### src/hw/rtl/ids_pkg.sv
// types, codes and steering tables of the dock search controller
package ids_pkg;

    localparam int NUM_CFG = 8;
    localparam int CFG_W   = 16;
    localparam int CFG_AW  = 3;
    localparam int IN_W    = 64;
    localparam int OUT_W   = 24;

    // register indexes
    localparam logic [CFG_AW-1:0] REG_SONG_DEBOUNCE  = 3'd0;
    localparam logic [CFG_AW-1:0] REG_CHARGE_HOLD    = 3'd1;
    localparam logic [CFG_AW-1:0] REG_LEAVE_LED      = 3'd2;
    localparam logic [CFG_AW-1:0] REG_NO_SIGNAL      = 3'd3;
    localparam logic [CFG_AW-1:0] REG_SPIN_TIMEOUT   = 3'd4;
    localparam logic [CFG_AW-1:0] REG_TURN_MIN       = 3'd5;
    localparam logic [CFG_AW-1:0] REG_BACKOFF        = 3'd6;
    localparam logic [CFG_AW-1:0] REG_RETREAT_TOTAL  = 3'd7;

    localparam logic [CFG_W-1:0] RST_SONG_DEBOUNCE = 16'd1000;
    localparam logic [CFG_W-1:0] RST_CHARGE_HOLD   = 16'd1000;
    localparam logic [CFG_W-1:0] RST_LEAVE_LED     = 16'd500;
    localparam logic [CFG_W-1:0] RST_NO_SIGNAL     = 16'd10000;
    localparam logic [CFG_W-1:0] RST_SPIN_TIMEOUT  = 16'd3000;
    localparam logic [CFG_W-1:0] RST_TURN_MIN      = 16'd1000;
    localparam logic [CFG_W-1:0] RST_BACKOFF       = 16'd2000;
    localparam logic [CFG_W-1:0] RST_RETREAT_TOTAL = 16'd3000;

    // operations
    localparam logic [1:0] OP_TICK  = 2'd0;
    localparam logic [1:0] OP_START = 2'd1;
    localparam logic [1:0] OP_STOP  = 2'd2;

    // search phases
    localparam logic [2:0] PH_SPIN_START = 3'd0;
    localparam logic [2:0] PH_SPIN       = 3'd1;
    localparam logic [2:0] PH_SPIN_STOP  = 3'd2;
    localparam logic [2:0] PH_TURN       = 3'd3;
    localparam logic [2:0] PH_APPROACH   = 3'd4;
    localparam logic [2:0] PH_RETREAT    = 3'd5;

    // why the spin ended
    localparam logic [1:0] STOP_TIMEOUT = 2'd0;
    localparam logic [1:0] STOP_FRONT   = 2'd1;
    localparam logic [1:0] STOP_CH3     = 2'd2;
    localparam logic [1:0] STOP_CH4     = 2'd3;

    // led requests
    localparam logic [1:0] LED_NONE     = 2'd0;
    localparam logic [1:0] LED_CHARGING = 2'd1;
    localparam logic [1:0] LED_DONE     = 2'd2;
    localparam logic [1:0] LED_WHITE    = 2'd3;

    localparam logic [2:0]  STEER_NONE   = 3'd7;
    localparam logic [12:0] HEADING_TOL  = 13'd100;
    localparam logic [12:0] QUARTER_TURN = 13'd900;
    localparam logic [12:0] FULL_TURN    = 13'd3600;
    localparam logic [31:0] TOUCH_NEVER  = 32'hFFFF_FFFF;

    typedef logic signed [8:0] t_speed;

    localparam t_speed SPD_ZERO    = 9'sd0;
    localparam t_speed SPD_SLOW    = 9'sd100;
    localparam t_speed SPD_FAST    = 9'sd220;
    localparam t_speed SPD_BACK    = -9'sd100;
    localparam t_speed SPD_BACK_F  = -9'sd220;
    localparam t_speed SPD_RETREAT = -9'sd200;

    typedef struct packed {
        t_speed left;
        t_speed right;
    } t_wheels;

    typedef struct packed {
        logic [CFG_W-1:0] song_debounce;
        logic [CFG_W-1:0] charge_hold;
        logic [CFG_W-1:0] leave_led;
        logic [CFG_W-1:0] no_signal;
        logic [CFG_W-1:0] spin_timeout;
        logic [CFG_W-1:0] turn_min;
        logic [CFG_W-1:0] backoff;
        logic [CFG_W-1:0] retreat_total;
    } t_cfg;

    // first member sits in the high bits, so operation lands at bit 0
    typedef struct packed {
        logic [11:0] heading;
        logic        collision;
        logic        charging;
        logic        on_pile;
        logic [11:0] ir_hits;
        logic [31:0] now_ms;
        logic [1:0]  operation;
    } t_item;

    typedef struct packed {
        logic   search_active;
        logic   start_edge_run;
        logic   play_song;
        logic [1:0] led_mode;
        t_speed right_speed;
        t_speed left_speed;
        logic   motor_write;
    } t_result;

    typedef struct packed {
        logic        running;
        logic [2:0]  phase;
        logic [1:0]  spin_stop_reason;
        logic [31:0] phase_start_time;
        logic [11:0] target_heading;
        logic        song_pending;
        logic [31:0] song_arm_time;
        logic [31:0] last_charging_time;
        logic [31:0] last_touch_time;
        logic [31:0] last_signal_time;
    } t_state;

    // steering class from the ir pattern, in priority order
    function automatic logic [2:0] steer_class(input logic [11:0] ir);
        logic l1, r1, l2, r2, both1, both2;
        logic [2:0] cls;
        l1 = ir[0];
        r1 = ir[2];
        l2 = ir[3];
        r2 = ir[5];
        both1 = l1 & r1;
        both2 = l2 & r2;
        if (both1 && both2)                     cls = 3'd0;
        else if (r1 && l2)                      cls = 3'd0;
        else if (both1 && l2)                   cls = 3'd0;
        else if (both2 && r1)                   cls = 3'd0;
        else if (l1 && l2 && !r1 && !r2)        cls = 3'd1;
        else if (r1 && r2 && !l1 && !l2)        cls = 3'd2;
        else if (!both1 && both2)               cls = 3'd3;
        else if (both1 && !both2)               cls = 3'd4;
        else if (ir[10] && (ir[9] || ir[11]))   cls = 3'd5;
        else if (ir[7] && (ir[6] || ir[8]))     cls = 3'd6;
        else if (!both1 && !both2)              cls = 3'd0;
        else                                    cls = STEER_NONE;
        return cls;
    endfunction

    function automatic t_wheels fwd_wheels(input logic [2:0] cls);
        t_wheels w;
        case (cls)
            3'd0:    w = '{SPD_SLOW, SPD_SLOW};
            3'd1:    w = '{SPD_FAST, SPD_SLOW};
            3'd2:    w = '{SPD_SLOW, SPD_FAST};
            3'd3:    w = '{SPD_SLOW, SPD_FAST};
            3'd4:    w = '{SPD_FAST, SPD_SLOW};
            3'd5:    w = '{SPD_SLOW, SPD_ZERO};
            3'd6:    w = '{SPD_ZERO, SPD_SLOW};
            default: w = '{SPD_ZERO, SPD_ZERO};
        endcase
        return w;
    endfunction

    function automatic t_wheels rev_wheels(input logic [2:0] cls);
        t_wheels w;
        case (cls)
            3'd0:    w = '{SPD_SLOW, SPD_SLOW};
            3'd1:    w = '{SPD_BACK, SPD_BACK_F};
            3'd2:    w = '{SPD_BACK_F, SPD_BACK};
            3'd3:    w = '{SPD_BACK_F, SPD_BACK};
            3'd4:    w = '{SPD_BACK, SPD_BACK_F};
            3'd5:    w = '{SPD_ZERO, SPD_BACK};
            3'd6:    w = '{SPD_BACK, SPD_ZERO};
            default: w = '{SPD_ZERO, SPD_ZERO};
        endcase
        return w;
    endfunction

endpackage

### src/hw/rtl/ir_dock_search_controller_top.sv
// dock search controller: input register, tick logic, result register
//
// channel   dir  width   contents
// s_axis    in   64+2    tick word on tdata, operation on tuser
// m_axis    out  24      motor, led, song and search status word
// cfg       in   3+16    timing register writes
//
// one word per cycle sustained while m_axis is not stalled; a word waits in the input register
// and leaves through the result register.
// all tick work is one combinational pass from the input register, the
// search state updates as the word moves into the result register.
// i_rst_n is synchronous: it clears both valid flags, the search state and
// loads the default timings. a stalled result holds, and the input register
// still takes a new word while the result register drains.
module ir_dock_search_controller_top
    import ids_pkg::*;
(
    input  logic              i_clk,
    input  logic              i_rst_n,
    input  logic              i_s_tvalid,
    output logic              o_s_tready,
    // now_ms, ir_hits, on_pile, charging, collision, heading, 5 zero bits
    input  logic [IN_W-1:0]   i_s_tdata,
    // operation
    input  logic [1:0]        i_s_tuser,
    output logic              o_m_tvalid,
    input  logic              i_m_tready,
    // motor_write, left_speed, right_speed, led_mode, play_song, start_edge_run,
    // search_active
    output logic [OUT_W-1:0]  o_m_tdata,
    input  logic              i_cfg_we,
    input  logic [CFG_AW-1:0] i_cfg_addr,
    input  logic [CFG_W-1:0]  i_cfg_wdata
);

    t_cfg    w_cfg;
    t_state  r_state;
    t_state  n_state;
    t_result w_result;
    t_item   r_in;
    logic    r_in_valid;
    logic    r_out_valid;
    t_result r_out;
    logic    w_take;
    logic    w_adv;

    ids_cfg_regs u_cfg (
        .i_clk       (i_clk),
        .i_rst_n     (i_rst_n),
        .i_cfg_we    (i_cfg_we),
        .i_cfg_addr  (i_cfg_addr),
        .i_cfg_wdata (i_cfg_wdata),
        .o_cfg       (w_cfg)
    );

    ids_core u_core (
        .i_item   (r_in),
        .i_state  (r_state),
        .i_cfg    (w_cfg),
        .o_state  (n_state),
        .o_result (w_result)
    );

    // a word moves on when the result register is free or being emptied
    assign w_adv      = r_in_valid && (!r_out_valid || i_m_tready);
    assign o_s_tready = !r_in_valid || w_adv;
    assign w_take     = i_s_tvalid && o_s_tready;

    always_ff @(posedge i_clk) begin
        if (!i_rst_n) begin
            r_in_valid  <= 1'b0;
            r_out_valid <= 1'b0;
            r_state     <= '0;
        end else begin
            r_in_valid <= w_take || (r_in_valid && !w_adv);
            if (w_adv) begin
                r_out_valid <= 1'b1;
                r_state     <= n_state;
            end else if (i_m_tready) begin
                r_out_valid <= 1'b0;
            end
        end
    end

    always_ff @(posedge i_clk) begin
        if (w_take) begin
            r_in <= t_item'({i_s_tdata[$bits(t_item)-$bits(i_s_tuser)-1:0], i_s_tuser});
        end
        if (w_adv) begin
            r_out <= w_result;
        end
    end

    assign o_m_tvalid = r_out_valid;
    assign o_m_tdata  = r_out;

endmodule

### src/hw/rtl/ids_cfg_regs.sv
// timing registers of the dock search controller
module ids_cfg_regs
    import ids_pkg::*;
(
    input  logic              i_clk,
    input  logic              i_rst_n,
    input  logic              i_cfg_we,
    input  logic [CFG_AW-1:0] i_cfg_addr,
    input  logic [CFG_W-1:0]  i_cfg_wdata,
    output t_cfg              o_cfg
);

    t_cfg r_cfg;
    t_cfg n_cfg;

    always_comb begin
        n_cfg = r_cfg;
        if (i_cfg_we) begin
            case (i_cfg_addr)
                REG_SONG_DEBOUNCE: n_cfg.song_debounce = i_cfg_wdata;
                REG_CHARGE_HOLD:   n_cfg.charge_hold   = i_cfg_wdata;
                REG_LEAVE_LED:     n_cfg.leave_led     = i_cfg_wdata;
                REG_NO_SIGNAL:     n_cfg.no_signal     = i_cfg_wdata;
                REG_SPIN_TIMEOUT:  n_cfg.spin_timeout  = i_cfg_wdata;
                REG_TURN_MIN:      n_cfg.turn_min      = i_cfg_wdata;
                REG_BACKOFF:       n_cfg.backoff       = i_cfg_wdata;
                REG_RETREAT_TOTAL: n_cfg.retreat_total = i_cfg_wdata;
                default:           n_cfg = r_cfg;
            endcase
        end
    end

    always_ff @(posedge i_clk) begin
        if (!i_rst_n) begin
            r_cfg <= '{RST_SONG_DEBOUNCE, RST_CHARGE_HOLD, RST_LEAVE_LED, RST_NO_SIGNAL,
                       RST_SPIN_TIMEOUT, RST_TURN_MIN, RST_BACKOFF, RST_RETREAT_TOTAL};
        end else begin
            r_cfg <= n_cfg;
        end
    end

    assign o_cfg = r_cfg;

endmodule

### src/hw/rtl/ids_core.sv
// one control tick: next search state and the result word
module ids_core
    import ids_pkg::*;
(
    input  t_item   i_item,
    input  t_state  i_state,
    input  t_cfg    i_cfg,
    output t_state  o_state,
    output t_result o_result
);

    logic [31:0] w_now;
    logic [31:0] w_sig_time;
    logic [31:0] w_sig_age;
    logic [31:0] w_el;
    logic        w_hd_match;
    logic [12:0] w_hd_sum;
    logic [12:0] w_quarter;
    logic [2:0]  w_cls;
    t_wheels     w_fwd;
    t_wheels     w_rev;

    assign w_now      = i_item.now_ms;
    assign w_sig_time = (i_item.ir_hits != 12'd0) ? w_now : i_state.last_signal_time;
    assign w_sig_age  = w_now - w_sig_time;
    assign w_el       = w_now - i_state.phase_start_time;

    // plain difference, no wrap around the circle
    assign w_hd_match =
        ({1'b0, i_item.heading} <= {1'b0, i_state.target_heading} + HEADING_TOL) &&
        ({1'b0, i_state.target_heading} <= {1'b0, i_item.heading} + HEADING_TOL);

    // sum stays below twice a full turn, one subtract is enough
    assign w_hd_sum  = {1'b0, i_item.heading} + QUARTER_TURN;
    assign w_quarter = (w_hd_sum >= FULL_TURN) ? (w_hd_sum - FULL_TURN) : w_hd_sum;

    assign w_cls = steer_class(i_item.ir_hits);
    assign w_fwd = fwd_wheels(w_cls);
    assign w_rev = rev_wheels(w_cls);

    always_comb begin
        o_state  = i_state;
        o_result = '0;

        case (i_item.operation)
            OP_START: begin
                o_state.running          = 1'b1;
                o_state.phase            = PH_SPIN_START;
                o_state.last_signal_time = w_now;
            end
            OP_STOP: begin
                o_state.running = 1'b0;
                o_state.phase   = PH_SPIN_START;
            end
            OP_TICK: begin
                if (i_item.on_pile) begin
                    o_result.motor_write = 1'b1;
                    if (i_state.song_pending &&
                        (w_now - i_state.song_arm_time) >= {16'd0, i_cfg.song_debounce}) begin
                        o_result.play_song   = 1'b1;
                        o_state.song_pending = 1'b0;
                    end
                    if (i_item.charging) begin
                        o_result.led_mode          = LED_CHARGING;
                        o_state.last_charging_time = w_now;
                    end else if ((w_now - i_state.last_charging_time) >=
                                 {16'd0, i_cfg.charge_hold}) begin
                        o_result.led_mode = LED_DONE;
                    end
                    o_state.last_touch_time = w_now;
                end else begin
                    o_state.song_pending  = 1'b1;
                    o_state.song_arm_time = w_now;
                    if ((w_now - i_state.last_touch_time) >= {16'd0, i_cfg.leave_led}) begin
                        o_result.led_mode       = LED_WHITE;
                        o_state.last_touch_time = TOUCH_NEVER;
                    end
                end

                if (i_state.running) begin
                    o_state.last_signal_time = w_sig_time;
                    if (w_sig_age >= {16'd0, i_cfg.no_signal}) begin
                        o_state.running         = 1'b0;
                        o_state.phase           = PH_SPIN_START;
                        o_result.start_edge_run = 1'b1;
                    end else begin
                        case (i_state.phase)
                            PH_SPIN_START: begin
                                o_result.motor_write     = 1'b1;
                                o_result.left_speed      = SPD_BACK;
                                o_result.right_speed     = SPD_SLOW;
                                o_state.target_heading   = i_item.heading;
                                o_state.phase_start_time = w_now;
                                o_state.phase            = PH_SPIN;
                            end
                            PH_SPIN: begin
                                if (|i_item.ir_hits[5:0] || |i_item.ir_hits[8:6] ||
                                    |i_item.ir_hits[11:9] ||
                                    (w_el >= {16'd0, i_cfg.spin_timeout} && w_hd_match)) begin
                                    if (|i_item.ir_hits[5:0]) begin
                                        o_state.spin_stop_reason = STOP_FRONT;
                                    end else if (|i_item.ir_hits[8:6]) begin
                                        o_state.spin_stop_reason = STOP_CH3;
                                    end else if (|i_item.ir_hits[11:9]) begin
                                        o_state.spin_stop_reason = STOP_CH4;
                                    end else begin
                                        o_state.spin_stop_reason = STOP_TIMEOUT;
                                    end
                                    o_result.motor_write = 1'b1;
                                    o_result.left_speed  = SPD_ZERO;
                                    o_result.right_speed = SPD_ZERO;
                                    o_state.phase        = PH_SPIN_STOP;
                                end
                            end
                            PH_SPIN_STOP: begin
                                if (i_state.spin_stop_reason == STOP_CH3) begin
                                    o_result.motor_write     = 1'b1;
                                    o_result.left_speed      = SPD_BACK;
                                    o_result.right_speed     = SPD_SLOW;
                                    o_state.target_heading   = w_quarter[11:0];
                                    o_state.phase_start_time = w_now;
                                    o_state.phase            = PH_TURN;
                                end else begin
                                    o_state.phase = PH_APPROACH;
                                end
                            end
                            PH_TURN: begin
                                if (w_el >= {16'd0, i_cfg.turn_min} && w_hd_match) begin
                                    o_result.motor_write = 1'b1;
                                    o_result.left_speed  = SPD_ZERO;
                                    o_result.right_speed = SPD_ZERO;
                                    o_state.phase        = PH_APPROACH;
                                end
                            end
                            PH_APPROACH: begin
                                if (i_item.collision) begin
                                    o_result.motor_write     = 1'b1;
                                    o_result.left_speed      = SPD_BACK;
                                    o_result.right_speed     = SPD_BACK;
                                    o_state.phase_start_time = w_now;
                                    o_state.phase            = PH_RETREAT;
                                end else if (w_cls != STEER_NONE) begin
                                    o_result.motor_write = 1'b1;
                                    o_result.left_speed  = w_fwd.left;
                                    o_result.right_speed = w_fwd.right;
                                end
                            end
                            PH_RETREAT: begin
                                if (w_el <= {16'd0, i_cfg.backoff}) begin
                                    o_result.motor_write = 1'b1;
                                    o_result.left_speed  = SPD_RETREAT;
                                    o_result.right_speed = SPD_RETREAT;
                                end else begin
                                    if (w_cls != STEER_NONE) begin
                                        o_result.motor_write = 1'b1;
                                        o_result.left_speed  = w_rev.left;
                                        o_result.right_speed = w_rev.right;
                                    end
                                    if (w_el >= {16'd0, i_cfg.retreat_total}) begin
                                        o_state.phase = PH_APPROACH;
                                    end
                                end
                            end
                            default: begin
                                o_state.phase = i_state.phase;
                            end
                        endcase
                    end
                end
            end
            default: begin
                o_state = i_state;
            end
        endcase

        o_result.search_active = o_state.running;
    end

endmodule

### config.mk
export PLATFORM = sky130hd
export DESIGN_NAME = ir_dock_search_controller_top
export DESIGN_NICKNAME = d
export VERILOG_FILES = /design/src/hw/rtl/ids_pkg.sv /design/src/hw/rtl/ir_dock_search_controller_top.sv /design/src/hw/rtl/ids_cfg_regs.sv /design/src/hw/rtl/ids_core.sv
export SDC_FILE = /design/constraint.sdc
export NUM_CORES = 1
export LEC_CHECK = 0
export ABC_AREA = 0
export BUFFER_PORTS_ARGS = -buffer_cell sky130_fd_sc_hd__buf_4
export CORE_MARGIN = 1
export CORE_UTILIZATION = 35
export CTS_BUF_LIST = sky130_fd_sc_hd__clkbuf_16
export CTS_CLUSTER_SIZE = 40
export DETAILED_ROUTE_END_ITERATION = 8
export PLACE_DENSITY = 0.48
export SKIP_CTS_REPAIR_TIMING = 1
export SKIP_LAST_GASP = 1
export SYNTH_ARGS = -nofsm -noshare
export SYNTH_HDL_FRONTEND = slang
export SYNTH_SLANG_ARGS = --single-unit
### constraint.sdc
create_clock -name i_clk -period 9.3 [get_ports i_clk]
set_input_delay 1.86 -clock i_clk [delete_from_list [all_inputs] [get_ports i_clk]]
set_output_delay 1.86 -clock i_clk [all_outputs]
set_load 0.01 [all_outputs]
Word level (Yosys, flattened, before mapping)
Index checks and enable logic that the tools add are counted.
- register bits after elaboration: 394
- input bits: 90
- bits in latches: 0
- ROM bits: 0
- memories: 0
- output and inout port bits: 26
- RAM bits: 0
- reductions and logical operators: 75
- mux-type cells: 60
- multipliers: 0
- equality and inequality tests: 32
- add/subtract/negate cells: 9
- bitwise operators: 6
- $lt $le $gt $ge: 11
- div/mod/pow operators: 0
- shifts and indexed selects: 0
- operators by type and width (kind ; number):
    $ge A32 B16 Y1 ; 7
    $mux W32 ; 5
    $sub A32 B32 Y32 ; 5
    $pmux W19 S6 ; 1
    $pmux W32 S3 ; 1
    $pmux W18 S5 ; 1
    $pmux W17 S5 ; 1
    $mux W19 ; 4
    $pmux W32 S2 ; 1
    $mux W3 ; 17
    $mux W50 ; 1
    $mux W46 ; 1
    $mux W44 ; 1
    $le A32 B16 Y1 ; 1
    $eq A3 B3 Y1 const B ; 9
    $add A12 B7 Y13 const B ; 2
    $le A12 B13 Y1 ; 2
    $pmux W12 S2 ; 1
    $logic_and A1 B1 Y1 ; 22
    $reduce_and A2 Y1 ; 10
    $eq A3 B2 Y1 const B ; 6
    $pmux W3 S6 ; 1
    $mux W17 ; 1
    $mux W2 ; 8
    other kinds (33) ; 84

Logic depth before layout (Yosys ltp)
- depth in word-level cells: 22
- gate-level depth with buffers: 33
- depth with buffers taken out: 28

Cells and area by module
A second synthesis with hierarchy kept.
- cell total of the unflattened synthesis: 3893
- area, all modules: 31788.0 um2
- by module, submodules not included (module ; cells an instance ; area each (um2) ; instances ; sequential area each (um2)):
    ids_core ; 2566 ; 17219.0 ; 1 ; 0.0
    ir_dock_search_controller_top ; 870 ; 9708.1 ; 1 ; 6175.9
    ids_cfg_regs ; 457 ; 4860.9 ; 1 ; 2562.5

Least setup slack after synthesis
No wires, ideal clock.
- path kind: flip-flop to flip-flop
- start point: register r_in[37] (netlist name)
- end point: register r_state[154] (netlist name)
- library setup time: 0.128 ns
- slack: 2.654 ns
- required time: 9.172 ns
- cell stages (with the launch flop): 31
- clock period less this slack: 6.646 ns
- data arrival time: 6.518 ns
- path buffers: 4
- cells stage by stage: edfxtp_1 -> nor4_4 -> and4_1 -> buf_4 -> buf_4 -> clkbuf_1 -> nand2_1 -> o21ai_0 -> ha_1 -> inv_1 -> ha_1 -> a2111oi_0 -> a2bb2oi_1 -> nand4_1 -> nand2_1 -> or2_2 -> a21oi_1 -> xnor2_1 -> ha_1 -> a21oi_1 -> nor2b_1 -> or4_1 -> a2111oi_0 -> nor4bb_1 -> o2111ai_1 -> or4_4 -> nor4_4 -> nand4_2 -> buf_2 -> mux2i_1 -> nor2_1
- word-level cells in the longest chain between the ends: 6
- ends and longest elaborated chain (what ; RTL line ; RTL):
    start: declaration ; ir_dock_search_controller_top.sv:40 ; t_item r_in;
    start signal: assignment ; ir_dock_search_controller_top.sv:87 ; r_in <= t_item'({i_s_tdata[$bits(t_item)-$bits(i_s_tuser)-1:0], i_s_tuser});
    $reduce_bool A12 Y1 ; ids_core.sv:24 ; assign w_sig_time = (i_item.ir_hits != 12'd0) ? w_now : i_state.last_signal_time;
    $mux W32 ; ids_core.sv:24 ;
    $sub A32 B32 Y32 ; ids_core.sv:25 ; assign w_sig_age = w_now - w_sig_time;
    $ge A32 B16 Y1 ; ids_core.sv:82 ; if (w_sig_age >= {16'd0, i_cfg.no_signal}) begin
    $not A1 Y1 (no source line) ; -- ;
    $reduce_and A7 Y1 (no source line) ; -- ;
    end signal: assignment ; ir_dock_search_controller_top.sv:78 ; r_state <= n_state;
    end: declaration ; ir_dock_search_controller_top.sv:37 ; t_state r_state;
Every way passes these cells.
A chain may end at the register's enable or synchronous reset.

Final worst setup path
- start point: register r_in[41] (netlist name)
- end point: register r_state[137] (netlist name)
- word-level cells in the longest chain between the ends: 6
- ends and longest elaborated chain (what ; RTL line):
    $reduce_bool A12 Y1 ; ids_core.sv:24
    $mux W32 ; ids_core.sv:24
    $sub A32 B32 Y32 ; ids_core.sv:25
    $ge A32 B16 Y1 ; ids_core.sv:82
    $not A1 Y1 (no source line) ; --
    $reduce_and A6 Y1 (no source line) ; --
Every way passes these cells.

==> summary.txt <==
Outcome
  – Outcome: finished clean

Floorplanning
  – I/O pins: 116
  – Die ar.: roughly 83,000 µm²
  – Rows: 104
  – Core area: 80,700 µm²
  – Initial Utilization: a little over a third
  – Die height: 288 µm
  – Die width: roughly 290 µm

Clocking
  – CTS Root Buffer Type: clkbuf_16
  – Htree depth: 2
  – CTS tree: done
  – Clock Path Buffers: 3
  – Clock Latency Late Sink: 620 ps
  – CTS buffer count: 52
  – Reg clk slew, reported paths: 60 ps
  – Clk sinks: 388

Logic synthesis
  – Post-Synth Simple-Gate Area: 20.0%
  – Synth Instances: about 3,700
  – Post-synth EDFFs: 79
  – Seq/Total Area, Yosys: 29.9%
  – Synth Area in Compound Gates: 22.9%
  – Library cells used by synthesis: 86
  – Mux cell area share after synthesis: 2.62%
  – Mapped cell area: 28,600 µm²
  – Avg Cell Area, Syn: between 7 and 8 µm²
  – Seq cells post-synth: approximately 390
  – Fraction of registers with async set or reset after synthesis: 0%
  – Post-synth top flop: dfxtp_1
  – Main combinational cell family by area after synthesis: compound AO/OA/AOI/OAI gates
  – Yosys warning total: 0
  – Synth Area in XOR/XNOR: 4.04%
  – Adder-Cell Fraction of Synth Area: a little over an eighth

Global route
  – Vias in the first global route: 24,300
  – First-pass GRT wire length: about 140,000 µm
  – Initial antenna violation count: 0
  – GRT Util Overall: 22.4%
  – Total grt overflow: 0
  – Pin count of the biggest net entering global routing: 111

STA
  – Max Fclk: 130 MHz
  – Setup violations, final: 0
  – RSZ-0062 raised after global routing: false
  – Least-Margin Pin Slew: a little over 900 ps
  – Slew headroom: 37.2%
  – Final Hold Vio Count: 0
  – Final period util: 83.0%
  – Hold WS: 452 ps
  – Clk_skew: 21.0 ps
  – Setup tns final: 0 ps
  – Max-slew violation count: 0
  – Min Tclk post-route: 7720 ps

Critical path
  – Top delay family on crit path: simple AND/OR/NAND/NOR gates
  – Crit. End Element: flip-flop
  – Critical Path Fanout Max: 14
  – Startpoint types: flip-flop
  – Most used cell, CP: ha_1
  – Flop2flop setup slack: 1580 ps
  – Crit path buf inv count: 1
  – CP max stage delay: 730 ps
  – CP max-delay cell: nor3_1
  – Kind of critical path: reg2reg
  – Arr. time, crit path: between 8000 and 9000 ps
  – CP Data Required Time: 9800 ps

Routing
  – DRT iter0 DRCs: between 1,500 and 2,000
  – Via count: about 26,000
  – Final ANT Viol Nets: 0
  – Pre-antenna DRT Iters: 7
  – Via density per instance: 5.36
  – DRC errors left: 0
  – Drt total wl: 93,700 µm
  – DR WL/cell: 19.5 µm

Finish
  – # fillers: 8,419
  – Layout cells sized above 1: under 10%
  – Layout Nets: 4,102
  – Non-Filler Instances: 4,805
  – Final core occ: 39.9%
  – Area growth, synth to finish: 12.3%
  – # diodes: 0

Placement
  – # placed instances: about 4,700
  – Port bufs: 106
  – DP Wirelength: 68,500 µm
  – GP Congestion: slightly above 0.9

Job
  – Max-cap violations: 0

Power and ir drop
  – Post-layout power: 4.85 mW
  – Worst VDD drop: 142 µV
  – Leak: 12.9 nW
  – Pwr dens: 151 nW/µm²

Min path
  – Hold WC Path Type: reg2reg
-- final timing paths --
check | cells after the start | from | end
worst max-delay path | 26 | r_in[41] | r_state[137]
worst min-delay path | 2 | r_state[124] | r_state[124]
worst max register to register | 26 | r_in[41] | r_state[137]
worst min register to register | 2 | r_state[124] | r_state[124]
-- where the power goes --
group,switching [mW],leakage [nW],internal [mW],total (mW)
combinational,0.609,8.74,0.373,0.982
clock,0.827,0.891,1.22,2.05
sequential,0.0475,3.27,1.77,1.81
total,1.48,12.9,3.36,4.85
-- cell usage after synthesis, types with 47 or more instances --
library cell / n / area [µm²]
nand2b_1: 47 / 294
dfxtp_1: 309 / 6190
a21oi_1: 393 / 1970
nand3_1: 60 / 300
nor2_1: 241 / 905
o21ai_0: 151 / 756
mux2i_1: 75 / 751
nand2_1: 546 / 2050
a21o_1: 83 / 623
nor2b_1: 59 / 369
xnor2_1: 89 / 780
inv_1: 324 / 1220
edfxtp_1: 79 / 2370
o211ai_1: 75 / 563
nand4_1: 47 / 294
ha_1: 301 / 3770
clkbuf_1: 153 / 574
nor3_1: 90 / 450
-- state kept, by name, summed over array words and instances, names as in the netlist --
register     count
r_in            61
o_m_tdata       18
o_m_tvalid       1
r_state        179
r_in_valid       1
u_cfg.o_cfg    128
-- through the flow --
| step | area, µm² | worst slack [ps] |
|---|---|---|
| after floorplan | 28600 | 2650 |
| after detailed placement | 30400 | 1650 |
| after CTS | 32200 | 1610 |
| after global placement | 30400 | 1620 |
| final | 32200 | 1580 |
| after global routing | 32200 | 981 |
-- worst register-to-register path, cell delays in order, from the launching register on --
cell and delay [ps]:
edfxtp_1 380, nor3_1 730, and4_1 370, nand2_1 70, o21ai_0 70, ha_1 240, inv_1 80, ha_1 290
a2111oi_0 550, a2bb2oi_1 180, nand4_1 180, nand2_1 110, or2_2 290, a21oi_1 180, xnor2_1 150, ha_1 270
a21oi_1 140, nor2b_1 80, or4_1 420, a2111oi_0 320, nor4bb_1 260, o2111ai_1 140, or4_4 560, nor4_4 390
nand4_2 590, and2_1 400, o21a_1 180
-- cell families after synthesis --
family                     after synthesis
DFF                                    388
and+or+nand+nor                       1236
AOI/OAI and AO/OA                     1024
buffers and inverters                  514
adders and majority gates              308
muxes                                   75
xor gates and xnor gates               132
other                                    1
-- per-layer routing --
metal	global-route usage (%)	part of all wire, %
met4	5.26	2.1
met2	37.6	46
met5	0	0
met3	2.55	4.2
met1	30.4	47
-- cell type report --
cell class              count  area (µm²)  share of cell area, %
inverters                 325        1230                   3.82
flip-flops and latches    388        8560                   26.6
well taps                1060        1330                   4.12
clock inverters            39         393                   1.22
repair buffers            161        1210                   3.76
multi-input cells        2779       18100                   56.3
clock buffers              53        1330                   4.12
-- cell usage in the layout (no fill, tap or decap), types with 37 or more instances in the layout --
cell,instances
nor3_1,87
buf_4,161
xnor2_1,89
o21ai_0,151
o221ai_1,41
mux2i_1,75
ha_1,301
o21a_1,37
a21oi_1,393
dfxtp_1,309
nand3_1,60
o211ai_1,75
nor2b_1,59
xor2_1,43
nand2b_1,47
nand2_1,545
a21o_1,83
inv_1,339
nor2_1,238
clkbuf_16,53
edfxtp_1,79
nand4_1,47
(Power assumes the default switching activity.)
